<file path="config.mk">
export PLATFORM = sky130hd
export DESIGN_NAME = calibration_table_interpolator
export DESIGN_NICKNAME = d
export VERILOG_FILES = /design/src/hw/rtl/calint_pkg.sv /design/src/hw/rtl/calint_ram.sv /design/src/hw/rtl/calibration_table_interpolator.sv
export SDC_FILE = /design/constraint.sdc
export NUM_CORES = 2
export LEC_CHECK = 0
export BUFFER_PORTS_ARGS = -buffer_cell sky130_fd_sc_hd__buf_4
export CORE_UTILIZATION = 45
export CTS_CLUSTER_DIAMETER = 30
export DETAILED_ROUTE_END_ITERATION = 16
export GPL_TIMING_DRIVEN = 0
export PLACE_DENSITY = 0.6
export SLEW_MARGIN = 20
export SYNTH_ARGS = -nofsm -noshare
export SYNTH_HDL_FRONTEND = slang
export SYNTH_SLANG_ARGS = --single-unit
</file>
<file path="constraint.sdc">
create_clock -name clock -period 10.9 [get_ports clock]
set_clock_uncertainty 0.1 [all_clocks]
set_input_delay 2.18 -clock clock [delete_from_list [all_inputs] [get_ports clock]]
set_output_delay 2.18 -clock clock [all_outputs]
set_load 0.01 [all_outputs]
</file>
<file path="src/hw/rtl/calint_pkg.sv">
// ---------------------------------------------------------------------------
// calint_pkg
// Shared types and codes for the calibration table interpolator.
// ---------------------------------------------------------------------------
package calint_pkg;

   // Request codes carried on req_type
   typedef enum logic [1:0] {
      REQ_LOAD    = 2'd0,
      REQ_FORWARD = 2'd1,
      REQ_INVERSE = 2'd2,
      REQ_UNUSED  = 2'd3
   } req_code_type;

   // Sequencer states, one-hot
   typedef enum logic [8:0] {
      ST_IDLE  = 9'b000000001,
      ST_FIRST = 9'b000000010,
      ST_LAST  = 9'b000000100,
      ST_SCAN  = 9'b000001000,
      ST_MUL   = 9'b000010000,
      ST_PREP  = 9'b000100000,
      ST_DIV   = 9'b001000000,
      ST_FIN   = 9'b010000000,
      ST_DONE  = 9'b100000000
   } state_type;

   localparam int ROT_W     = 32;
   localparam int ROLL_W    = 16;
   localparam int ENTRY_W   = ROT_W + ROLL_W;
   localparam int PROD_W    = 50;
   localparam int DIVD_W    = 52;
   localparam int DVSR_W    = 34;
   localparam int QUOT_W    = 34;

endpackage

</file>
<file path="src/hw/rtl/calint_ram.sv">
// ---------------------------------------------------------------------------
// calint_ram
// Generic single-write, single-read RAM with registered read data.
// ---------------------------------------------------------------------------
module calint_ram #(
   parameter int WIDTH = 48,
   parameter int DEPTH = 32
) (
   input  logic                     clock,
   input  logic                     wr_en,
   input  logic [$clog2(DEPTH)-1:0] wr_addr,
   input  logic [WIDTH-1:0]         wr_data,
   input  logic [$clog2(DEPTH)-1:0] rd_addr,
   output logic [WIDTH-1:0]         rd_data
);

   logic [WIDTH-1:0] mem_ff [DEPTH];

   // Write one entry, read one entry through registered read data
   always_ff @(posedge clock) begin
      if (wr_en) begin
         mem_ff[wr_addr] <= wr_data;
      end
      rd_data <= mem_ff[rd_addr];
   end

endmodule

</file>
<file path="src/hw/rtl/calibration_table_interpolator.sv">
// ---------------------------------------------------------------------------
// calibration_table_interpolator
// Piecewise linear lookup between rotation count and roll angle.
// ---------------------------------------------------------------------------
// A load word writes one calibration point and gives no result. A forward
// or inverse conversion reads the first and last points, then walks the
// table one segment per cycle from the table RAM's single read port until
// it finds the bracketing segment, multiplies once, and divides with a
// restoring divider that retires one quotient bit per cycle. A clamped or
// zero-width answer skips the multiply and divide; req_ready is low while
// a conversion is in flight. Table entries must be loaded before a
// conversion reads them.
// ---------------------------------------------------------------------------
module calibration_table_interpolator
   import calint_pkg::*;
#(
   parameter int MAX_ENTRIES = 32
) (
   input  logic                clock,
   input  logic                reset,
   input  logic                req_valid,
   output logic                req_ready,
   input  logic [1:0]          req_type,
   input  logic [4:0]          req_entry_index,
   input  logic signed [31:0]  req_entry_rotations,
   input  logic signed [15:0]  req_entry_roll,
   input  logic signed [31:0]  req_query_rotations,
   input  logic signed [15:0]  req_query_roll,
   output logic                rsp_valid,
   input  logic                rsp_ready,
   output logic signed [15:0]  rsp_roll_out,
   output logic signed [31:0]  rsp_rotations_out,
   output logic                rsp_clamped,
   input  logic                csr_wr_en,
   input  logic [5:0]          csr_wr_data
);

   localparam int AW = $clog2(MAX_ENTRIES);

   state_type                state_ff, state_in;
   logic [5:0]               count_cfg_ff;
   logic                     fwd_ff;
   logic signed [31:0]       query_ff;
   logic [AW-1:0]            last_ff, last_in;
   logic [AW-1:0]            idx_ff;
   logic signed [31:0]       first_x_ff, first_y_ff;
   logic                     inc_ff;
   logic signed [31:0]       prev_x_ff, prev_y_ff;
   logic signed [32:0]       dq_ff, dy_ff, dd_ff;
   logic signed [31:0]       y0_ff;
   logic signed [PROD_W-1:0] prod_ff;
   logic [DIVD_W-1:0]        divd_ff;
   logic [DVSR_W-1:0]        dvsr_ff;
   logic [DVSR_W-1:0]        rem_ff;
   logic                     neg_ff;
   logic [5:0]               step_ff;
   logic signed [31:0]       res_ff;
   logic                     clamp_ff;
   logic                     rsp_valid_ff;
   logic signed [15:0]       roll_out_ff;
   logic signed [31:0]       rot_out_ff;
   logic                     clamp_out_ff;

   logic                     accept;
   logic                     load_ok;
   logic [AW-1:0]            rd_addr;
   logic [ENTRY_W-1:0]       rd_data;
   logic signed [31:0]       rd_x, rd_y, qv;
   logic [10:0]              cfg_ext;
   logic                     in_seg;
   logic signed [32:0]       seg_dq, seg_dy, seg_dd;
   logic signed [32:0]       mul_a;
   logic signed [16:0]       mul_b;
   logic [PROD_W-1:0]        un;
   logic [32:0]              ud;
   logic [DVSR_W:0]          rem_sh;
   logic [DVSR_W:0]          rem_sub;
   logic signed [34:0]       res_sum;
   logic signed [34:0]       quot_s;

   assign accept  = req_valid && req_ready;
   assign load_ok = 11'(req_entry_index) < 11'(MAX_ENTRIES);

   // Table RAM: rotation count in the upper bits, roll in the lower
   calint_ram #(.WIDTH(ENTRY_W), .DEPTH(MAX_ENTRIES)) u_table (
      .clock   (clock),
      .wr_en   (accept && (req_type == REQ_LOAD) && load_ok),
      .wr_addr (AW'(req_entry_index)),
      .wr_data ({req_entry_rotations, req_entry_roll}),
      .rd_addr (rd_addr),
      .rd_data (rd_data)
   );

   // Pick axis and value columns by direction
   always_comb begin
      if (fwd_ff) begin
         rd_x = signed'(rd_data[ENTRY_W-1:ROLL_W]);
         rd_y = {{16{rd_data[ROLL_W-1]}}, rd_data[ROLL_W-1:0]};
      end else begin
         rd_x = {{16{rd_data[ROLL_W-1]}}, rd_data[ROLL_W-1:0]};
         rd_y = signed'(rd_data[ENTRY_W-1:ROLL_W]);
      end
      qv = query_ff;
   end

   // Clamp the entry count into 2..MAX_ENTRIES and keep the last index
   always_comb begin
      cfg_ext = 11'(count_cfg_ff);
      if (cfg_ext < 11'd2) begin
         last_in = AW'(1);
      end else if (cfg_ext > 11'(MAX_ENTRIES)) begin
         last_in = AW'(MAX_ENTRIES - 1);
      end else begin
         last_in = AW'(cfg_ext - 11'd1);
      end
   end

   // Drive the read address ahead of the state that consumes it
   always_comb begin
      unique case (state_ff)
         ST_IDLE:  rd_addr = '0;
         ST_FIRST: rd_addr = last_ff;
         ST_LAST:  rd_addr = AW'(1);
         ST_SCAN:  rd_addr = idx_ff + AW'(1);
         default:  rd_addr = '0;
      endcase
   end

   // Segment test and differences
   always_comb begin
      in_seg = inc_ff ? (qv >= prev_x_ff && qv <= rd_x) : (qv <= prev_x_ff && qv >= rd_x);
      seg_dq = 33'(qv) - 33'(prev_x_ff);
      seg_dy = 33'(rd_y) - 33'(prev_y_ff);
      seg_dd = 33'(rd_x) - 33'(prev_x_ff);
      if (fwd_ff) begin
         mul_a = dq_ff;
         mul_b = dy_ff[16:0];
      end else begin
         mul_a = dy_ff;
         mul_b = dq_ff[16:0];
      end
      un      = prod_ff[PROD_W-1] ? PROD_W'(-prod_ff) : PROD_W'(prod_ff);
      ud      = dd_ff[32] ? 33'(-dd_ff) : 33'(dd_ff);
      rem_sh  = {rem_ff, divd_ff[DIVD_W-1]};
      rem_sub = rem_sh - {1'b0, dvsr_ff};
      quot_s  = signed'({1'b0, divd_ff[QUOT_W-1:0]});
      res_sum = 35'(y0_ff) + (neg_ff ? -quot_s : quot_s);
   end

   // Sequencer
   always_comb begin
      state_in = state_ff;
      unique case (state_ff)
         ST_IDLE: begin
            if (accept && (req_type == REQ_FORWARD || req_type == REQ_INVERSE)) begin
               state_in = ST_FIRST;
            end
         end
         ST_FIRST: state_in = ST_LAST;
         ST_LAST: begin
            if ((rd_x >= first_x_ff) ? (qv <= first_x_ff || qv >= rd_x)
                                     : (qv >= first_x_ff || qv <= rd_x)) begin
               state_in = ST_DONE;
            end else begin
               state_in = ST_SCAN;
            end
         end
         ST_SCAN: begin
            if (in_seg) begin
               state_in = (seg_dd == '0) ? ST_DONE : ST_MUL;
            end else if (idx_ff == last_ff) begin
               state_in = ST_DONE;
            end
         end
         ST_MUL:  state_in = ST_PREP;
         ST_PREP: state_in = ST_DIV;
         ST_DIV:  state_in = (step_ff == 6'd1) ? ST_FIN : ST_DIV;
         ST_FIN:  state_in = ST_DONE;
         ST_DONE: state_in = (!rsp_valid_ff || rsp_ready) ? ST_IDLE : ST_DONE;
         default: state_in = ST_IDLE;
      endcase
   end

   assign req_ready = (state_ff == ST_IDLE);

   // Control registers
   always_ff @(posedge clock) begin
      if (reset) begin
         state_ff     <= ST_IDLE;
         count_cfg_ff <= 6'd2;
         rsp_valid_ff <= 1'b0;
      end else begin
         state_ff <= state_in;
         if (csr_wr_en) begin
            count_cfg_ff <= csr_wr_data;
         end
         if (state_ff == ST_DONE && (!rsp_valid_ff || rsp_ready)) begin
            rsp_valid_ff <= 1'b1;
         end else if (rsp_ready) begin
            rsp_valid_ff <= 1'b0;
         end
      end
   end

   // Datapath registers
   always_ff @(posedge clock) begin
      unique case (state_ff)
         ST_IDLE: begin
            // Latch the query and direction
            fwd_ff   <= (req_type == REQ_FORWARD);
            query_ff <= (req_type == REQ_FORWARD) ? req_query_rotations
                                                  : 32'(req_query_roll);
            last_ff  <= last_in;
         end
         ST_FIRST: begin
            first_x_ff <= rd_x;
            first_y_ff <= rd_y;
         end
         ST_LAST: begin
            // Endpoint checks, else start the walk at the first segment
            prev_x_ff <= first_x_ff;
            prev_y_ff <= first_y_ff;
            idx_ff    <= AW'(1);
            if ((rd_x >= first_x_ff) ? (qv <= first_x_ff) : (qv >= first_x_ff)) begin
               res_ff   <= first_y_ff;
               clamp_ff <= (qv != first_x_ff);
            end else begin
               res_ff   <= rd_y;
               clamp_ff <= (qv != rd_x);
            end
            // Hold the table direction given by the two endpoints
            inc_ff <= (rd_x >= first_x_ff);
         end
         ST_SCAN: begin
            clamp_ff <= 1'b0;
            dq_ff    <= seg_dq;
            dy_ff    <= seg_dy;
            dd_ff    <= seg_dd;
            y0_ff    <= prev_y_ff;
            if (in_seg) begin
               res_ff <= prev_y_ff;
            end else begin
               res_ff    <= rd_y;
               prev_x_ff <= rd_x;
               prev_y_ff <= rd_y;
               idx_ff    <= idx_ff + AW'(1);
            end
         end
         ST_MUL: begin
            // 33 by 17 bit signed product, sign-extended to full width
            prod_ff <= PROD_W'(mul_a) * PROD_W'(mul_b);
         end
         ST_PREP: begin
            // Dividend 2|n| + |d|, divisor 2|d| for round half away from zero
            divd_ff <= DIVD_W'({un, 1'b0}) + DIVD_W'(ud);
            dvsr_ff <= {ud, 1'b0};
            rem_ff  <= '0;
            neg_ff  <= prod_ff[PROD_W-1] ^ dd_ff[32];
            step_ff <= 6'(DIVD_W);
         end
         ST_DIV: begin
            // One restoring step per cycle, quotient shifts into the dividend
            step_ff <= step_ff - 6'd1;
            if (!rem_sub[DVSR_W]) begin
               rem_ff  <= rem_sub[DVSR_W-1:0];
               divd_ff <= {divd_ff[DIVD_W-2:0], 1'b1};
            end else begin
               rem_ff  <= rem_sh[DVSR_W-1:0];
               divd_ff <= {divd_ff[DIVD_W-2:0], 1'b0};
            end
         end
         ST_FIN: begin
            res_ff <= res_sum[31:0];
         end
         ST_DONE: begin
            if (!rsp_valid_ff || rsp_ready) begin
               roll_out_ff <= fwd_ff ? res_ff[15:0] : 16'sd0;
               rot_out_ff  <= fwd_ff ? 32'sd0 : res_ff;
            end
         end
         default: begin
         end
      endcase
   end

   // Output clamp flag register
   always_ff @(posedge clock) begin
      if (state_ff == ST_DONE && (!rsp_valid_ff || rsp_ready)) begin
         clamp_out_ff <= clamp_ff;
      end
   end

   assign rsp_valid         = rsp_valid_ff;
   assign rsp_roll_out      = roll_out_ff;
   assign rsp_rotations_out = rot_out_ff;
   assign rsp_clamped       = clamp_out_ff;

   // Only one of the two result values may be nonzero
   a_one_value: assert property (@(posedge clock) disable iff (reset)
      rsp_valid |-> (rsp_roll_out == 16'sd0 || rsp_rotations_out == 32'sd0))
      else $error("both result values nonzero");

   // Divider leaves only to the final add
   a_div_exit: assert property (@(posedge clock) disable iff (reset)
      (state_ff == ST_DIV) |=> (state_ff == ST_DIV || state_ff == ST_FIN))
      else $error("divider left early");

   // No new word is taken while a conversion is in flight
   a_busy: assert property (@(posedge clock) disable iff (reset)
      (state_ff != ST_IDLE) |-> !req_ready)
      else $error("ready while busy");

   // A clamped result never went through the divider
   a_clamp_path: assert property (@(posedge clock) disable iff (reset)
      (state_ff == ST_FIN) |=> !clamp_ff)
      else $error("clamp set after divide");

endmodule
</file>
==> summary.md <==
| Metric | Value |
|---|---|
| Outcome | completed |
| First-pass GRT wire length | 580.7 mm |
| Library cells used by synthesis | 94 |
| Post-synth EDFFs | 2,097 |
| Final setup viols | 0 |
| Hpwl dp | 308.3 mm |
| Worst hold path class | register to register |
| Core area | 260,400 um^2 |
| Final hold vios | 0 |
| Post-layout util | 53.91% |
| Placed cell areas | 126,200 um^2 |
| First DRT Iteration DRCs | 7,933 |
| Initial antenna violation count | 22 |
| Largest fanout on the critical path | 10 |
| Final std cells w/o fill | 14,530 |
| Largest net degree at the start of global routing | 84 |
| Post-synth ARST share | 0% |
| Most frequent cell after synthesis | edfxtp_1 |
| Clock Path Buffers | 4 |
| Most used cell, CP | fa_1 |
| Worst EP required | 11.41 ns |
| Post-CTS Hold Fix Bufs | 0 |
| Setup crit end kind | register |
| Area contributors post-synth | edfxtp_1 (53%), fa_1 (9.2%), nand2_1 (4.6%) |
| GRT Resource Usage Total | 30.30% |
| Post-layout min period | 10.49 ns |
| Die area | 264,900 um^2 |
| Post-CTS Setup Inserts | 0 |
| Area leader, netlist | edfxtp_1 |
| Fmax | 0.09532 GHz |
| Residual DRC count | 0 |
| Post-Syn Instances | 9,998 |
| Post-synth top area share | 53.24% |
| TritonCTS clock tree | done |
| TNS Setup | 0 ns |
| Kind of critical path | register to register |
| Fill count | 21,850 |
| GPL Wtd Cong | 1.010 |
| Rel. slew slack | 16.15% |
| Clk_lat worst skew | 0.93 ns |
| Worst path top cell family by delay | adder cells |
| Flops & latches, synth | 2,161 |
| Via count | 84,350 |
| Synth Cell Area | 118,300 um^2 |
| PortBufs | 163 |
| Synth top cells by count | edfxtp_1 (2,097), nand2_1 (1,445), inv_1 (777) |
| # rows | 187 |
| Num CTS Buffers | 420 |
| Total clock sinks | 2,161 |
| Share of cells above drive strength 1 | 10.99% |
| Worst-path clk slew | 0.05 ns |
| Starting Density | 45.42% |
| Syn Nets | 11,070 |
| CTS root buf | clkbuf_16 |
| Io pins | 165 |
| Area Overhead vs Synth | 18.69% |
| DR pass1 iterations | 6 |
| Gr ovfl total | 0 |
| CP max stage delay | 0.92 ns |
| Syn avg cell area | 11.83 um^2 |
| Element type at the critical path start | register |
| Unrepaired setup endpoints after global routing | false |
| Synth Flop Type | edfxtp_1 |
| Final #Nets | 11,750 |
| Critical-path top delay cell | buf_1 |
| Via density | 5.806 |
| Crit path arrival time | 11.00 ns |
| Die width | 514.7 um |
| Max_cap viols | 0 |
| # placed instances | 13,750 |
| Crit path buf inv count | 6 |
| Number of warnings issued by yosys | 0 |
| Slew @ Worst Pin | 1.258 ns |
| Post_cts resized | 0 |
| WL final | 405.3 mm |
| Period Utilization, post-route | 96.24% |
| Register area share after synthesis | 54.32% |
| Slew Limit Fails | 0 |
| Number of global-route vias before repair | 85,460 |
| Final instance area | 140,400 um^2 |
| # H-tree levels | 5 |
| Routed len/inst | 27.90 um |
| Antenna-violating nets left | 0 |
| Die height | 514.7 um |
-- registers in the layout, indices dropped and copies added (netlist names), 33 cells and up --
register / flops
u_table.mem_ff: 1536
divd_ff: 52
dq_ff: 33
dy_ff: 33
dd_ff: 33
dvsr_ff: 33
prod_ff: 50
rem_ff: 34
u_table.rd_data: 48
-- cell usage in the layout (no fill, tap or decap), types with 72 or more instances in the layout --
cell,synthesis,routed
clkbuf_1,422,459
a21oi_1,413,410
nor2_1,535,501
clkinv_2,0,72
fa_1,542,542
clkbuf_16,0,422
o21ai_0,257,257
o31ai_1,93,92
mux2i_1,128,108
edfxtp_1,2097,2097
a21o_1,153,153
a211oi_1,553,553
nand3_1,82,81
mux2_2,82,82
a311oi_1,197,197
buf_4,5,180
nor2b_1,77,77
and2_1,428,428
inv_1,777,774
xnor2_1,257,257
nand2_1,1445,1444
xor2_1,84,84
ha_1,414,414
a31oi_1,220,220
-- layer usage --
metal  track usage (%)  part of all wire, %  routed length, um  vias up
met2             51.46                   48             196300     3652
met4             18.56                  7.0              28290       10
met3             5.103                  7.0              28540      953
met1             35.89                   38             152200    42130
li1                  -                    -                  -    37600
met5                 0                0.017                 69        -
-- logic make-up (layout without fill, tap and decap cells) --
logic type / after synthesis / count (layout) / synth area share, %
simple gates: 2902 / 2902 / 11.22
flops: 2161 / 2161 / 54.32
compound gates: 2144 / 2144 / 12.37
buf+inv: 1284 / 2306 / 4.144
fa+ha+maj: 956 / 956 / 13.55
xor+xnor: 341 / 341 / 2.525
mux: 210 / 210 / 1.864
other cells: 0 / 11 / 0
-- cell type report --
cell class	count	area [um^2]	area share (%)
Antenna cell	11	27.53	0.01961
Multi-Input combinational cell	6553	49520	35.27
Tap cell	3496	4374	3.116
Inverter	779	2934	2.090
Clock inverter	272	3171	2.258
Sequential cell	2161	64250	45.77
Buffer	505	2019	1.438
Clock buffer	491	10910	7.771
Timing Repair Buffer	259	3182	2.266
-- through the flow --
stage	worst slack, ns	hold WS, ns
after floorplan	2.856	0.3003
after global placement	-7.581	0.3103
after detailed placement	0.09736	0.3143
after CTS	0.05631	0.3237
after global routing	0.05761	0.3425
final	0.4095	0.3235
-- final timing paths --
| path | endpoint | depth (start not counted) | startpoint | slack [ns] |
|---|---|---|---|---|
| setup / recovery | prod_ff[42] | 26 | fwd_ff | 0.41 |
| hold / removal | rsp_clamped | 0 | clamp_ff | 0.32 |
| setup reg to reg | prod_ff[42] | 26 | fwd_ff | 0.41 |
| hold reg to reg | rsp_clamped | 0 | clamp_ff | 0.32 |
Power is left out: the tool's default activity adds up to more than one toggle a clock period on the data nets, which glitch-free logic cannot reach.
